==> config.mk <==
export PLATFORM = sky130hd
export DESIGN_NAME = led_pwm_frame_engine
export DESIGN_NICKNAME = d
export VERILOG_FILES = /design/src/hw/rtl/lpfe_pkg.sv /design/src/hw/rtl/led_pwm_frame_engine.sv /design/src/hw/rtl/lpfe_banks.sv /design/src/hw/rtl/lpfe_emit.sv
export VERILOG_INCLUDE_DIRS = /design/src /design/src/hw/rtl
export SDC_FILE = /design/constraint.sdc
export NUM_CORES = 1
export LEC_CHECK = 0
export BUFFER_PORTS_ARGS = -buffer_cell sky130_fd_sc_hd__buf_2
export CORE_MARGIN = 1
export CORE_UTILIZATION = 35
export DETAILED_ROUTE_END_ITERATION = 12
export GPL_ROUTABILITY_DRIVEN = 0
export PLACE_DENSITY = 0.59
export SYNTH_ARGS = -nofsm -noshare
export SYNTH_HDL_FRONTEND = slang
export SYNTH_SLANG_ARGS = --single-unit
==> constraint.sdc <==
create_clock -name clk_i -period 8.1 [get_ports clk_i]
set_clock_uncertainty 0.2 [all_clocks]
set_input_delay 0.405 -clock clk_i [delete_from_list [all_inputs] [get_ports clk_i]]
set_output_delay 0.405 -clock clk_i [all_outputs]
set_load 0.02 [all_outputs]
==> src/hw/rtl/led_pwm_frame_engine_macros.svh <==
// Assertion macros used by the LED PWM frame engine RTL.
`ifndef LED_PWM_FRAME_ENGINE_MACROS_SVH
`define LED_PWM_FRAME_ENGINE_MACROS_SVH
`ifndef SYNTHESIS
// Check on every clock edge outside reset.
`define LPFE_ASSERT(name, prop) \
  name: assert property (@(posedge clk_i) disable iff (!rst_ni) prop) \
    else $error("lpfe: assertion failed");
// Check on every clock edge, reset included.
`define LPFE_ASSERT_ALWAYS(name, prop) \
  name: assert property (@(posedge clk_i) prop) \
    else $error("lpfe: assertion failed");
`else
`define LPFE_ASSERT(name, prop)
`define LPFE_ASSERT_ALWAYS(name, prop)
`endif
`endif

==> src/hw/rtl/lpfe_pkg.sv <==
// Types, constants and the timer period table of the LED PWM frame engine.
`default_nettype none
package lpfe_pkg;

  localparam int LedCountDef   = 19;
  localparam int SlotCountDef  = 64;
  localparam int BurstSlotsDef = 12;

  localparam int OffW    = 19;
  localparam int SlotW   = 6;
  localparam int PeriodW = 11;
  localparam int FrameW  = 8;
  localparam int IdxW    = 5;
  localparam int InLvlW  = 8;
  localparam int LevelW  = 7;

  localparam logic [InLvlW-1:0] MaxLevel      = 8'd64;
  localparam logic [2:0]        SwapFrameMask = 3'b111;

  typedef enum logic [1:0] {
    ReqSetLevel = 2'd0,
    ReqShow     = 2'd1,
    ReqTick     = 2'd2
  } req_e;

  // Level write into the back bank.
  typedef struct packed {
    logic              en;
    logic [IdxW-1:0]   idx;
    logic [LevelW-1:0] level;
  } wr_t;

  // One tick's work handed to the result generator.
  typedef struct packed {
    logic [SlotW-1:0]   first_slot;
    logic [SlotW-1:0]   last_slot;
    logic [PeriodW-1:0] period;
    logic [FrameW-1:0]  frame;
    logic               swap;
  } tick_t;

  localparam logic [PeriodW-1:0] PeriodTable [64] = '{
    11'd250,  11'd0,    11'd0,    11'd0,    11'd0,    11'd0,    11'd0,    11'd0,
    11'd0,    11'd0,    11'd0,    11'd0,    11'd120,  11'd132,  11'd138,  11'd141,
    11'd145,  11'd149,  11'd154,  11'd158,  11'd163,  11'd168,  11'd174,  11'd180,
    11'd186,  11'd193,  11'd200,  11'd207,  11'd215,  11'd223,  11'd232,  11'd242,
    11'd252,  11'd263,  11'd274,  11'd286,  11'd299,  11'd313,  11'd327,  11'd343,
    11'd359,  11'd376,  11'd395,  11'd414,  11'd435,  11'd457,  11'd481,  11'd506,
    11'd532,  11'd561,  11'd591,  11'd622,  11'd656,  11'd692,  11'd730,  11'd771,
    11'd814,  11'd859,  11'd908,  11'd959,  11'd1014, 11'd1072, 11'd1134, 11'd1200
  };

  function automatic logic [PeriodW-1:0] period_lookup(input logic [SlotW-1:0] slot);
    return PeriodTable[slot];
  endfunction

endpackage
`default_nettype wire

==> src/hw/rtl/led_pwm_frame_engine.sv <==
// LED PWM frame engine: request decode, slot and frame counters, swap control.
// Input channel: in_valid_i / in_stall_o carry one request word (req_type_i,
// led_index_i, level_value_i). A set writes a level, clamped to 64, into the
// back bank; a show arms a bank swap; a tick shows PWM slots.
// Output channel: out_valid_o / out_stall_i carry one result word per slot:
// active-low LED pattern, slot, timer period, frame number and last flag.
// A tick at slot 0 gives BURST_SLOTS words on consecutive cycles while the
// receiver does not stall; any other tick gives one word. Sets, shows and
// unused codes give none. Words pass the generator, then the output register.
// Throughput: one request per cycle while the input is not stalled; a slot-0
// tick stalls the input until its last word issues, while the burst generator
// feeds the output register one word a cycle unless the receiver stalls.
// An armed swap takes effect after the last word of the tick that wraps the
// frame counter onto a multiple of eight.
// Reset clears both banks, the counters and the pending swap; no output is
// valid after reset. While the receiver stalls a held word, the output register
// holds and the generator waits; input stalls only while a tick's words remain.
`default_nettype none
module led_pwm_frame_engine #(
  parameter int LED_COUNT   = lpfe_pkg::LedCountDef,
  parameter int SLOT_COUNT  = lpfe_pkg::SlotCountDef,
  parameter int BURST_SLOTS = lpfe_pkg::BurstSlotsDef
) (
  input  wire logic                         clk_i,
  input  wire logic                         rst_ni,
  input  wire logic                         in_valid_i,
  output logic                              in_stall_o,
  input  wire logic [1:0]                   req_type_i,
  input  wire logic [lpfe_pkg::IdxW-1:0]    led_index_i,
  input  wire logic [lpfe_pkg::InLvlW-1:0]  level_value_i,
  output logic                              out_valid_o,
  input  wire logic                         out_stall_i,
  output logic      [lpfe_pkg::OffW-1:0]    led_off_bits_o,
  output logic      [lpfe_pkg::SlotW-1:0]   slot_index_o,
  output logic      [lpfe_pkg::PeriodW-1:0] next_period_o,
  output logic      [lpfe_pkg::FrameW-1:0]  frame_number_o,
  output logic                              last_of_run_o
);

  logic                         accept;
  logic                         busy;
  logic                         swap_fire;
  logic [lpfe_pkg::SlotW-1:0]   gen_slot;
  logic [lpfe_pkg::OffW-1:0]    led_off;
  logic [lpfe_pkg::SlotW-1:0]   slot_q, slot_d;
  logic [lpfe_pkg::FrameW-1:0]  frame_q, frame_d;
  logic                         pending_q, pending_d;
  logic [lpfe_pkg::SlotW:0]     next_slot;
  logic                         wrap;
  logic                         load;
  lpfe_pkg::wr_t                wr;
  lpfe_pkg::tick_t              tick;
  lpfe_pkg::req_e               req;

  assign in_stall_o = busy;
  assign accept     = in_valid_i && !busy;
  assign req        = lpfe_pkg::req_e'(req_type_i);

  always_comb begin
    next_slot = (slot_q == '0) ? 7'(BURST_SLOTS) : ({1'b0, slot_q} + 7'd1);
    wrap      = (next_slot >= 7'(SLOT_COUNT));

    wr.en    = 1'b0;
    wr.idx   = led_index_i;
    wr.level = (level_value_i > lpfe_pkg::MaxLevel) ? lpfe_pkg::MaxLevel[6:0]
                                                    : level_value_i[6:0];

    slot_d    = slot_q;
    frame_d   = frame_q;
    pending_d = pending_q;
    load      = 1'b0;

    tick.first_slot = slot_q;
    tick.last_slot  = (slot_q == '0) ? 6'(BURST_SLOTS - 1) : slot_q;
    tick.period     = lpfe_pkg::period_lookup(slot_q);
    tick.frame      = wrap ? (frame_q + 8'd1) : frame_q;
    tick.swap       = wrap && pending_q
                      && ((tick.frame[2:0] & lpfe_pkg::SwapFrameMask) == 3'b000);

    if (accept) begin
      case (req)
        lpfe_pkg::ReqSetLevel: begin
          wr.en = 1'b1;
        end
        lpfe_pkg::ReqShow: begin
          pending_d = 1'b1;
        end
        lpfe_pkg::ReqTick: begin
          load    = 1'b1;
          slot_d  = wrap ? '0 : next_slot[lpfe_pkg::SlotW-1:0];
          frame_d = tick.frame;
          // drop the pending flag now; the banks flip after the last word
          if (tick.swap) begin
            pending_d = 1'b0;
          end
        end
        default: begin
        end
      endcase
    end
  end

  always_ff @(posedge clk_i or negedge rst_ni) begin
    if (!rst_ni) begin
      slot_q    <= '0;
      frame_q   <= '0;
      pending_q <= 1'b0;
    end else begin
      slot_q    <= slot_d;
      frame_q   <= frame_d;
      pending_q <= pending_d;
    end
  end

  lpfe_banks #(
    .LED_COUNT(LED_COUNT)
  ) u_banks (
    .clk_i     (clk_i),
    .rst_ni    (rst_ni),
    .wr_i      (wr),
    .swap_i    (swap_fire),
    .slot_i    (gen_slot),
    .led_off_o (led_off)
  );

  lpfe_emit u_emit (
    .clk_i          (clk_i),
    .rst_ni         (rst_ni),
    .load_i         (load),
    .tick_i         (tick),
    .led_off_i      (led_off),
    .slot_o         (gen_slot),
    .busy_o         (busy),
    .swap_o         (swap_fire),
    .out_valid_o    (out_valid_o),
    .out_stall_i    (out_stall_i),
    .led_off_bits_o (led_off_bits_o),
    .slot_index_o   (slot_index_o),
    .next_period_o  (next_period_o),
    .frame_number_o (frame_number_o),
    .last_of_run_o  (last_of_run_o)
  );

endmodule
`default_nettype wire

==> src/hw/rtl/lpfe_banks.sv <==
// Front and back level banks with the per-slot dark pattern.
`default_nettype none
module lpfe_banks #(
  parameter int LED_COUNT = lpfe_pkg::LedCountDef
) (
  input  wire logic                        clk_i,
  input  wire logic                        rst_ni,
  input  wire lpfe_pkg::wr_t               wr_i,
  input  wire logic                        swap_i,
  input  wire logic [lpfe_pkg::SlotW-1:0]  slot_i,
  output logic      [lpfe_pkg::OffW-1:0]   led_off_o
);

  logic [lpfe_pkg::LevelW-1:0] front_q [LED_COUNT];
  logic [lpfe_pkg::LevelW-1:0] back_q  [LED_COUNT];

  // The new front is the old back; the back keeps its copy.
  always_ff @(posedge clk_i or negedge rst_ni) begin
    if (!rst_ni) begin
      for (int i = 0; i < LED_COUNT; i++) begin
        front_q[i] <= '0;
        back_q[i]  <= '0;
      end
    end else begin
      for (int i = 0; i < LED_COUNT; i++) begin
        if (swap_i) begin
          front_q[i] <= back_q[i];
        end
        if (wr_i.en && ({1'b0, wr_i.idx} == 6'(i))) begin
          back_q[i] <= wr_i.level;
        end
      end
    end
  end

  always_comb begin
    led_off_o = '0;
    for (int i = 0; i < lpfe_pkg::OffW; i++) begin
      if (i < LED_COUNT) begin
        led_off_o[i] = !(front_q[i] > {1'b0, slot_i});
      end
    end
  end

endmodule
`default_nettype wire

==> src/hw/rtl/lpfe_emit.sv <==
// Result generator and output register: one result word per cycle unless the receiver stalls.
`default_nettype none
`include "led_pwm_frame_engine_macros.svh"
module lpfe_emit (
  input  wire logic                         clk_i,
  input  wire logic                         rst_ni,
  input  wire logic                         load_i,
  input  wire lpfe_pkg::tick_t              tick_i,
  input  wire logic [lpfe_pkg::OffW-1:0]    led_off_i,
  output logic      [lpfe_pkg::SlotW-1:0]   slot_o,
  output logic                              busy_o,
  output logic                              swap_o,
  output logic                              out_valid_o,
  input  wire logic                         out_stall_i,
  output logic      [lpfe_pkg::OffW-1:0]    led_off_bits_o,
  output logic      [lpfe_pkg::SlotW-1:0]   slot_index_o,
  output logic      [lpfe_pkg::PeriodW-1:0] next_period_o,
  output logic      [lpfe_pkg::FrameW-1:0]  frame_number_o,
  output logic                              last_of_run_o
);

  logic                         gen_valid_q;
  logic [lpfe_pkg::SlotW-1:0]   gen_slot_q;
  logic [lpfe_pkg::SlotW-1:0]   gen_end_q;
  logic [lpfe_pkg::PeriodW-1:0] gen_period_q;
  logic [lpfe_pkg::FrameW-1:0]  gen_frame_q;
  logic                         gen_swap_q;
  logic                         out_valid_q;
  logic                         issue;
  logic                         last_slot;

  assign issue     = gen_valid_q && (!out_valid_q || !out_stall_i);
  assign last_slot = (gen_slot_q == gen_end_q);
  assign busy_o    = gen_valid_q && !(issue && last_slot);
  assign swap_o    = issue && last_slot && gen_swap_q;
  assign slot_o    = gen_slot_q;
  assign out_valid_o = out_valid_q;

  always_ff @(posedge clk_i or negedge rst_ni) begin
    if (!rst_ni) begin
      gen_valid_q <= 1'b0;
      out_valid_q <= 1'b0;
    end else begin
      if (load_i) begin
        gen_valid_q <= 1'b1;
      end else if (issue && last_slot) begin
        gen_valid_q <= 1'b0;
      end
      if (issue) begin
        out_valid_q <= 1'b1;
      end else if (!out_stall_i) begin
        out_valid_q <= 1'b0;
      end
    end
  end

  // Payload: load a new tick, or advance through the burst.
  always_ff @(posedge clk_i) begin
    if (load_i) begin
      gen_slot_q   <= tick_i.first_slot;
      gen_end_q    <= tick_i.last_slot;
      gen_period_q <= tick_i.period;
      gen_frame_q  <= tick_i.frame;
      gen_swap_q   <= tick_i.swap;
    end else if (issue && !last_slot) begin
      gen_slot_q <= gen_slot_q + 6'd1;
    end
    if (issue) begin
      led_off_bits_o <= led_off_i;
      slot_index_o   <= gen_slot_q;
      next_period_o  <= gen_period_q;
      frame_number_o <= gen_frame_q;
      last_of_run_o  <= last_slot;
    end
  end

  `LPFE_ASSERT(a_slot_in_run, !(gen_valid_q && (gen_slot_q > gen_end_q)))
  `LPFE_ASSERT_ALWAYS(a_idle_in_reset, !rst_ni |=> (!gen_valid_q && !out_valid_q))
  `LPFE_ASSERT(a_load_when_free, load_i |-> (!gen_valid_q || (issue && last_slot)))
  `LPFE_ASSERT(a_burst_advance,
    (issue && !last_slot) |=> (gen_valid_q && (gen_slot_q == $past(gen_slot_q) + 6'd1)))

endmodule
`default_nettype wire
==> implementation parameters, run 1 <==
Parameter                              Value

Setup path
  WS Path Type ... register to register
  Largest stage delay on the critical path ... 0.66 ns
  Cells along the critical path ... xnor2_1, nand4_1, nor2_1, and3_4, buf_4, buf_4, mux2_2
  Type of element launching the critical path ... register
  Kind of end point of the critical path ... register
  Minimum setup slack among reg-to-reg paths ... 4.29 ns
  Worst-path cell with the longest stage delay ... buf_4
  Highest fanout seen on the critical path ... 47
  Library cell appearing most often on the critical path ... buf_4
  Worst R2R Path Depth ... 7
  Worst EP required ... 8.32 ns
  Crit path DAT ... 4.03 ns

CTS
  Buffer levels on the longest clock path ... 3
  Number of buffers inserted during clock tree synthesis ... 41
  Clock network latency to the later pin of the worst-skew pair ... 0.56 ns
  Quantity of gates resized following cts ... 0
  Number of hold buffers added after CTS ... 4
  Clock input transition at the sequential cells of the worst setup and hold paths ... 0.06 ns
  H-tree depth reported by CTS ... 2
  CTS tree ... built
  Post-CTS repair timing setup buffer count ... 0
  Number of clock sinks ... 360
  Buffer cell driving the clock tree root ... clkbuf_16

Run status
  Status ... finished, final reports clean

Synthesis
  Primary flip-flop cell chosen by synthesis mapping ... dfrtp_1
  Synthesized area per cell ... approximately 13 µm²
  Number of distinct library cells after synthesis ... 63
  Asr flop ratio synth ... 78.6%
  Flop and latch count out of synthesis ... 360
  Total number of yosys warnings ... 0
  Post-synthesis sequential area ratio ... 54.6%
  Synthesized net count ... 1446
  Top cell type by total area after synthesis ... dfrtp_1
  Number of standard cells after synthesis ... 1301
  Number of enable-type register cells in the synthesized netlist ... 77
  Post-synthesis cell area ... between 15000 and 20000 µm²
  Area share of the largest cell type after synthesis ... 41.2%
  Main area contributors after synthesis ... dfrtp_1 41%, mux2_2 17%, edfxtp_1 13%

Final layout
  Signed area change from the synthesized netlist to the final layout ... 13.8%
  Proportion of layout cells with a drive suffix above 1 ... 32.7%
  Count of filler cells inserted in the layout ... approximately 4500
  Ant. Diodes ... 0
  Leading cell types in the layout, fill and taps excluded ... 283 x dfrtp_1, 263 x mux2_2, 126 x ha_1
  # nets final ... 1517
  Final core area utilization ... 40.7%
  Commonest non-fill, non-tap cell in the layout ... dfrtp_1

Place
  Half-perimeter wire length after detailed placement ... 23000 µm
  Number of I/O port buffers ... 65

STA
  Upper clock frequency limit ... roughly 260 MHz
  Worst slew margin ... 19.4%
  Max-slew violation count ... 0
  Setup repair after global routing missed its margin ... no
  Setup violation total in the final timing report ... 0
  Final Hold Viols ... 0
  Crit share post-route ... a little under half
  Transition time at the pin with the least slew margin ... roughly 1.2 ns
  TNS Setup ... 0 ns
  Min Tclk post-route ... approximately 3.8 ns

Drt
  Average wire per cell in the routed design ... 18.7 µm
  Routed Wire Length ... between 30000 and 40000 µm
  Post-DRT Antenna Nets ... 0
  Number of remaining DRC errors ... 0
  Drt first-iter violations ... about 490
  DR pass1 iterations ... 4
  Average vias per placed instance ... approximately 5
  Number of vias after detailed routing ... a little over 10000

Pwr
  Power per Cell Area ... about 270 nW/µm²
  Leakage component of the power ... around 9.3 nW
  Worst vdd ir ... ~150 µV

Run
  Max-cap violation count ... 0

Die
  Count of pins on the block boundary ... 66
  Area of the core ... about 48000 µm²
  Vertical die dimension ... 224 µm
  Full die area ... 50000 µm²
  Horiz. Die Dim ... 224 µm
  Effective utilization at floorplan ... between 30% and 40%
  Row Count ... 80

GRT
  Initial antenna violation count ... 0
  Number of global-route vias before repair ... 10800
  Global-route usage over all layers ... between 15 and 20%
  First-pass GRT wire length ... 61200 µm
  Total grt overflow ... 0
  Largest net degree at the start of global routing ... 121

Min path
  Hold Path Depth ... 3
  Worst Hold Class ... input port to register
[cell usage after synthesis (all sizes together) (15+ instances only)]
master    n
inv      45
a21oi    52
o21ai    38
dfrtp   283
xnor2    18
nor3     24
mux2    270
ha      126
edfxtp   77
nor2     44
a21o     28
nand3    36
nand2    53
buf      38
o21a     15
clkbuf   23
[logic make-up (layout without fill, tap and decap cells)]
logic type      Yosys count  count (layout)  synth area share [%]
fa+ha+maj               126             126                  9.17
buf+inv                 107             211                  2.61
mux                     275             275                  18.3
simple gates            235             235                  7.53
xor+xnor                 28              28                  1.43
flops                   360             360                  54.6
compound gates          170             170                  6.27
[cell type report]
| cell class | instances | area [µm²] | share of cell area (%) |
|---|---|---|---|
| flip-flops and latches | 360 | 9390 | 48.0 |
| multi-input cells | 834 | 7350 | 37.6 |
| clock buffers | 60 | 1190 | 6.08 |
| well taps | 615 | 769 | 3.93 |
| repair buffers | 89 | 526 | 2.69 |
| inverters | 46 | 173 | 0.883 |
| clock inverters | 16 | 159 | 0.812 |
[registers in the layout, summed over array words and instances (netlist names)]
name / count
u_emit.last_of_run_o: 1
u_emit.led_off_bits_o: 19
u_emit.slot_index_o: 6
u_emit.out_valid_o: 1
frame_q: 8
u_banks.back_q: 133
u_emit.gen_valid_q: 1
u_banks.front_q: 133
u_emit.gen_end_q: 6
u_emit.slot_o: 6
u_emit.frame_number_o: 8
pending_q: 1
u_emit.next_period_o: 11
slot_q: 6
u_emit.gen_period_q: 11
u_emit.gen_swap_q: 1
u_emit.gen_frame_q: 8
[through the flow]
step | area, µm² | instances | worst slack, ns | power (mW) | hold WS [ns]
after global placement | 18200 | 1940 | 4.38 | 3.43 | 0.203
after floorplan | 17200 | 1301 | 4.85 | 3.00 | -0.0906
after detailed placement | 18200 | 1940 | 4.29 | 3.46 | 0.205
final | 19600 | 2020 | 4.29 | 5.24 | 0.0505
after CTS | 19600 | 2020 | 4.29 | 5.32 | 0.0292
after global routing | 19600 | 2020 | 4.06 | 5.56 | 0.0649
[per-layer routing]
metal / vias to the layer above / GRT usage, % / part of all wire, %
li1: 4855 / - / -
met1: 5214 / 21.7 / 47
met2: 151 / 25.3 / 47
met3: 51 / 3.12 / 4.3
met4: 0 / 4.40 / 2.0
met5: - / 0 / 0
[path summary, 6_finish.rpt]
path | start | endpoint
setup reg to reg | u_emit.slot_o[2] | u_banks.front_q[114]
hold / removal | req_type_i[1] | u_emit.gen_valid_q
hold reg to reg | u_emit.gen_frame_q[6] | u_emit.frame_number_o[6]
max in group asynchronous | rst_ni | u_banks.front_q[19]
min in group asynchronous | rst_ni | u_banks.front_q[89]
setup / recovery | u_emit.slot_o[2] | u_banks.front_q[114]
[report_power, final]
| part | switching [mW] | internal [mW] |
|---|---|---|
| sequential | 0.0808 | 1.99 |
| clock | 0.739 | 1.09 |
| combinational | 0.869 | 0.474 |
| total | 1.69 | 3.55 |
[worst max-delay path: cells and delay by family, from the launching register on]
| family | cells | cell delay, ns |
|---|---|---|
| and+or+nand+nor | 3 | 1.03 |
| muxes | 1 | 0.41 |
| buffers and inverters | 2 | 1.32 |
| DFF | 1 | 0.48 |
| xor gates and xnor gates | 1 | 0.18 |
Power figures use the tool's default switching activity.
==> run 2, diff against run 1 <==
==> constraint.sdc (replaced) <==
create_clock -name clk_i -period 3.93 [get_ports clk_i]
set_clock_uncertainty 0.2 [all_clocks]
set_input_delay 0.1965 -clock clk_i [delete_from_list [all_inputs] [get_ports clk_i]]
set_output_delay 0.1965 -clock clk_i [all_outputs]
set_load 0.02 [all_outputs]
==> run 2 against run 1 <==
Clock power is 100% higher. Power is 110% higher. Via count is 1.6% higher. Final cell count is 0.54% higher. Non-clock buffer count is 14 higher. Global-route usage rose by 0.14 points. Combinational power grew 110%. Sequential power is 110% higher. Design area rose by 0.58%. Critical endpoint is now u_banks.back_q[131].
==> implementation parameters, run 2 (same netlist as run 1, synthesis figures left out) <==
Parameter                              Value

STA
  Worst slew margin ... 23.7% (+4.3 points)
  TNS Setup ... 0 ns (unchanged)
  Crit share post-route ... 88.0% (+41 points)
  Setup repair after global routing missed its margin ... no
  Upper clock frequency limit ... 289 MHz (+10%)
  Max-slew violation count ... 0 (unchanged)
  Setup violation total in the final timing report ... 0 (unchanged)
  Transition time at the pin with the least slew margin ... 1.14 ns (-0.0639 ns)
  Min Tclk post-route ... 3.46 ns (-0.355 ns)
  Hold Slack ... 0.0236 ns (-0.0269 ns)
  Final Hold Viols ... 0 (unchanged)

Final layout
  Signed area change from the synthesized netlist to the final layout ... 14.5%
  Leading cell types in the layout, fill and taps excluded ... 283 x dfrtp_1, 263 x mux2_2, 126 x ha_1
  Largest registers ... u_banks.back_q x133, u_banks.front_q x133, u_emit.led_off_bits_o x19
  Count of filler cells inserted in the layout ... 4497 (+0.29%)
  Proportion of layout cells with a drive suffix above 1 ... 32.3% (-0.37 points)
  Fin cells ... 2031 (+0.54%)
  Commonest non-fill, non-tap cell in the layout ... dfrtp_1
  Cell area after layout ... 19700 µm² (+0.58%)
  # nets final ... 1530 (+0.86%)

Die
  Count of pins on the block boundary ... 66 (unchanged)
  Row Count ... 80 (unchanged)
  Vertical die dimension ... 224 µm (unchanged)
  Effective utilization at floorplan ... 35.8% (unchanged)
  Full die area ... 50000 µm² (unchanged)
  Area of the core ... 48000 µm² (unchanged)
  Horiz. Die Dim ... 224 µm (unchanged)

Setup path
  Worst Path Buf+Inv ... 2 (unchanged)
  Worst EP required ... 4.17 ns (-4.15 ns)
  Worst-path cell with the longest stage delay ... dlygate4sd3_1
  Top delay family on crit path ... buffers and inverters
  Highest fanout seen on the critical path ... 13 (-72%)
  WS Path Type ... register to register
  Cells along the critical path ... xnor2_1, nand4_1, o21a_1, buf_4, nor4_4, dlygate4sd3_1, mux2_2
  Crit path DAT ... 3.70 ns (-0.33 ns)
  Kind of end point of the critical path ... register
  Type of element launching the critical path ... register
  Largest stage delay on the critical path ... 0.73 ns (+0.07 ns)

Drt
  Drt first-iter violations ... 522 (+6.7%)
  Post-DRT Antenna Nets ... 0 (unchanged)
  Average vias per placed instance ... 5.14 (+1.1%)
  Number of vias after detailed routing ... 10400 (+1.6%)
  Routed Wire Length ... 38400 µm (+1.6%)
  Number of remaining DRC errors ... 0 (unchanged)
  DR pass1 iterations ... 5 (+1)
  Average wire per cell in the routed design ... 18.9 µm (+1.0%)

CTS
  CTS tree ... built
  Number of clock sinks ... 360 (unchanged)
  Buffer levels on the longest clock path ... 3 (unchanged)
  Buffer cell driving the clock tree root ... clkbuf_16
  Clock network latency to the later pin of the worst-skew pair ... 0.56 ns (about the same)
  Number of buffers inserted during clock tree synthesis ... 40 (-2.4%)
  Post-CTS repair timing setup buffer count ... 0 (unchanged)
  Clock input transition at the sequential cells of the worst setup and hold paths ... 0.06 ns (about the same)
  H-tree depth reported by CTS ... 2 (unchanged)

Pwr
  Leakage component of the power ... 9.32 nW (+0.43%)
  Switching Fraction ... 32.4% (+0.23 points)
  Combinational group share of total power ... 26.2% (+0.6 points)
  Net switching power ... 3.50 mW (+110%)
  Seq pwr share ... 39.7% (+0.2 points)
  Fraction of power consumed by the clock network ... 34.1% (-0.8 points)
  Power per Cell Area ... 548 nW/µm² (+100%)
  Worst vdd ir ... 345 µV (+130%)
  Pint ... 7.29 mW (+110%)

GRT
  Largest net degree at the start of global routing ... 108 (-11%)
  First-pass GRT wire length ... 61700 µm (+0.88%)
  Total grt overflow ... 0 (unchanged)
  Initial antenna violation count ... 0 (unchanged)
  Global-route usage over all layers ... 15.9% (+0.14 points)
  Number of global-route vias before repair ... 10800 (+0.45%)

Min path
  Worst Hold Class ... input port to register

Place
  Cell area reported after detailed placement ... 18300 µm² (+0.56%)
  Number of instances in the placed design ... 1947 (+0.36%)
  Number of I/O port buffers ... 65 (unchanged)
  Half-perimeter wire length after detailed placement ... 24000 µm (+4.2%)

Run
  Max-cap violation count ... 0 (unchanged)

Run status
  Status ... finished, final reports clean
-- run 2: final cells by class --
class | instances | area, µm² | share of cell area, %
timing repair buffer | 103 | 698 | 3.55
sequential | 360 | 9390 | 47.7
clock buffer | 62 | 1150 | 5.86
tap | 615 | 769 | 3.91
inverter | 46 | 173 | 0.878
multi-input combinational | 834 | 7350 | 37.4
antenna | 1 | 2.50 | 0.0127
clock inverter | 10 | 133 | 0.674
-- run 2: through the flow --
| stage | setup WS (ns) | power, mW | utilization, % |
|---|---|---|---|
| 6_report | 0.474 | 10.8 | 41.0 |
| 5_1_grt | 0.248 | 11.4 | 40.9 |
| 4_1_cts | 0.483 | 10.9 | 40.9 |
| 3_5_place_dp | 0.845 | 7.19 | 38.0 |
| 3_3_place_gp | 0.896 | 7.13 | 38.0 |
| 2_1_floorplan | 0.682 | 6.18 | - |
-- run 2: worst paths after layout --
path	end	slack, ns	start	depth (start not counted)
min reg2reg	u_emit.frame_number_o[0]	0.22	u_emit.gen_frame_q[0]	0
max	u_banks.back_q[131]	0.47	u_emit.slot_o[2]	7
min	u_banks.back_q[16]	0.02	led_index_i[4]	4
max in group asynchronous	u_banks.back_q[45]	2.48	rst_ni	3
max reg2reg	u_banks.back_q[131]	0.47	u_emit.slot_o[2]	7
min in group asynchronous	u_banks.back_q[84]	0.07	rst_ni	2
-- run 2: tightest hold or removal path, stage by stage --
cell	delay, ns
buf_2	0.12
nand4_1	0.09
nor2_2	0.11
mux2_2	0.24
-- run 2: power groups by stage --
stage	Clock (mW)	Sequential (mW)	Combinational, mW
6_report	3.68	4.28	2.83
5_1_grt	3.94	4.31	3.17
2_1_floorplan	0	4.38	1.80
3_3_place_gp	0	4.34	2.78
4_1_cts	3.80	4.28	2.86
3_5_place_dp	0	4.35	2.84
-- run 2: repair_timing --
item | CTS | global route
resized for setup | 0 | 0
hold buffers | 11 | 0
hold endpoints to repair | 111 | 0
-- run 2: metal layers --
metal / vias up / share of wire [%] / wire length, µm / track usage [%]
li1: 4883 / - / - / -
met1: 5330 / 47 / 17900 / 21.4
met2: 171 / 48 / 18300 / 26.2
met3: 54 / 3.5 / 1330 / 2.53
met4: 0 / 2.1 / 816 / 5.08
met5: - / 0 / 0 / 0
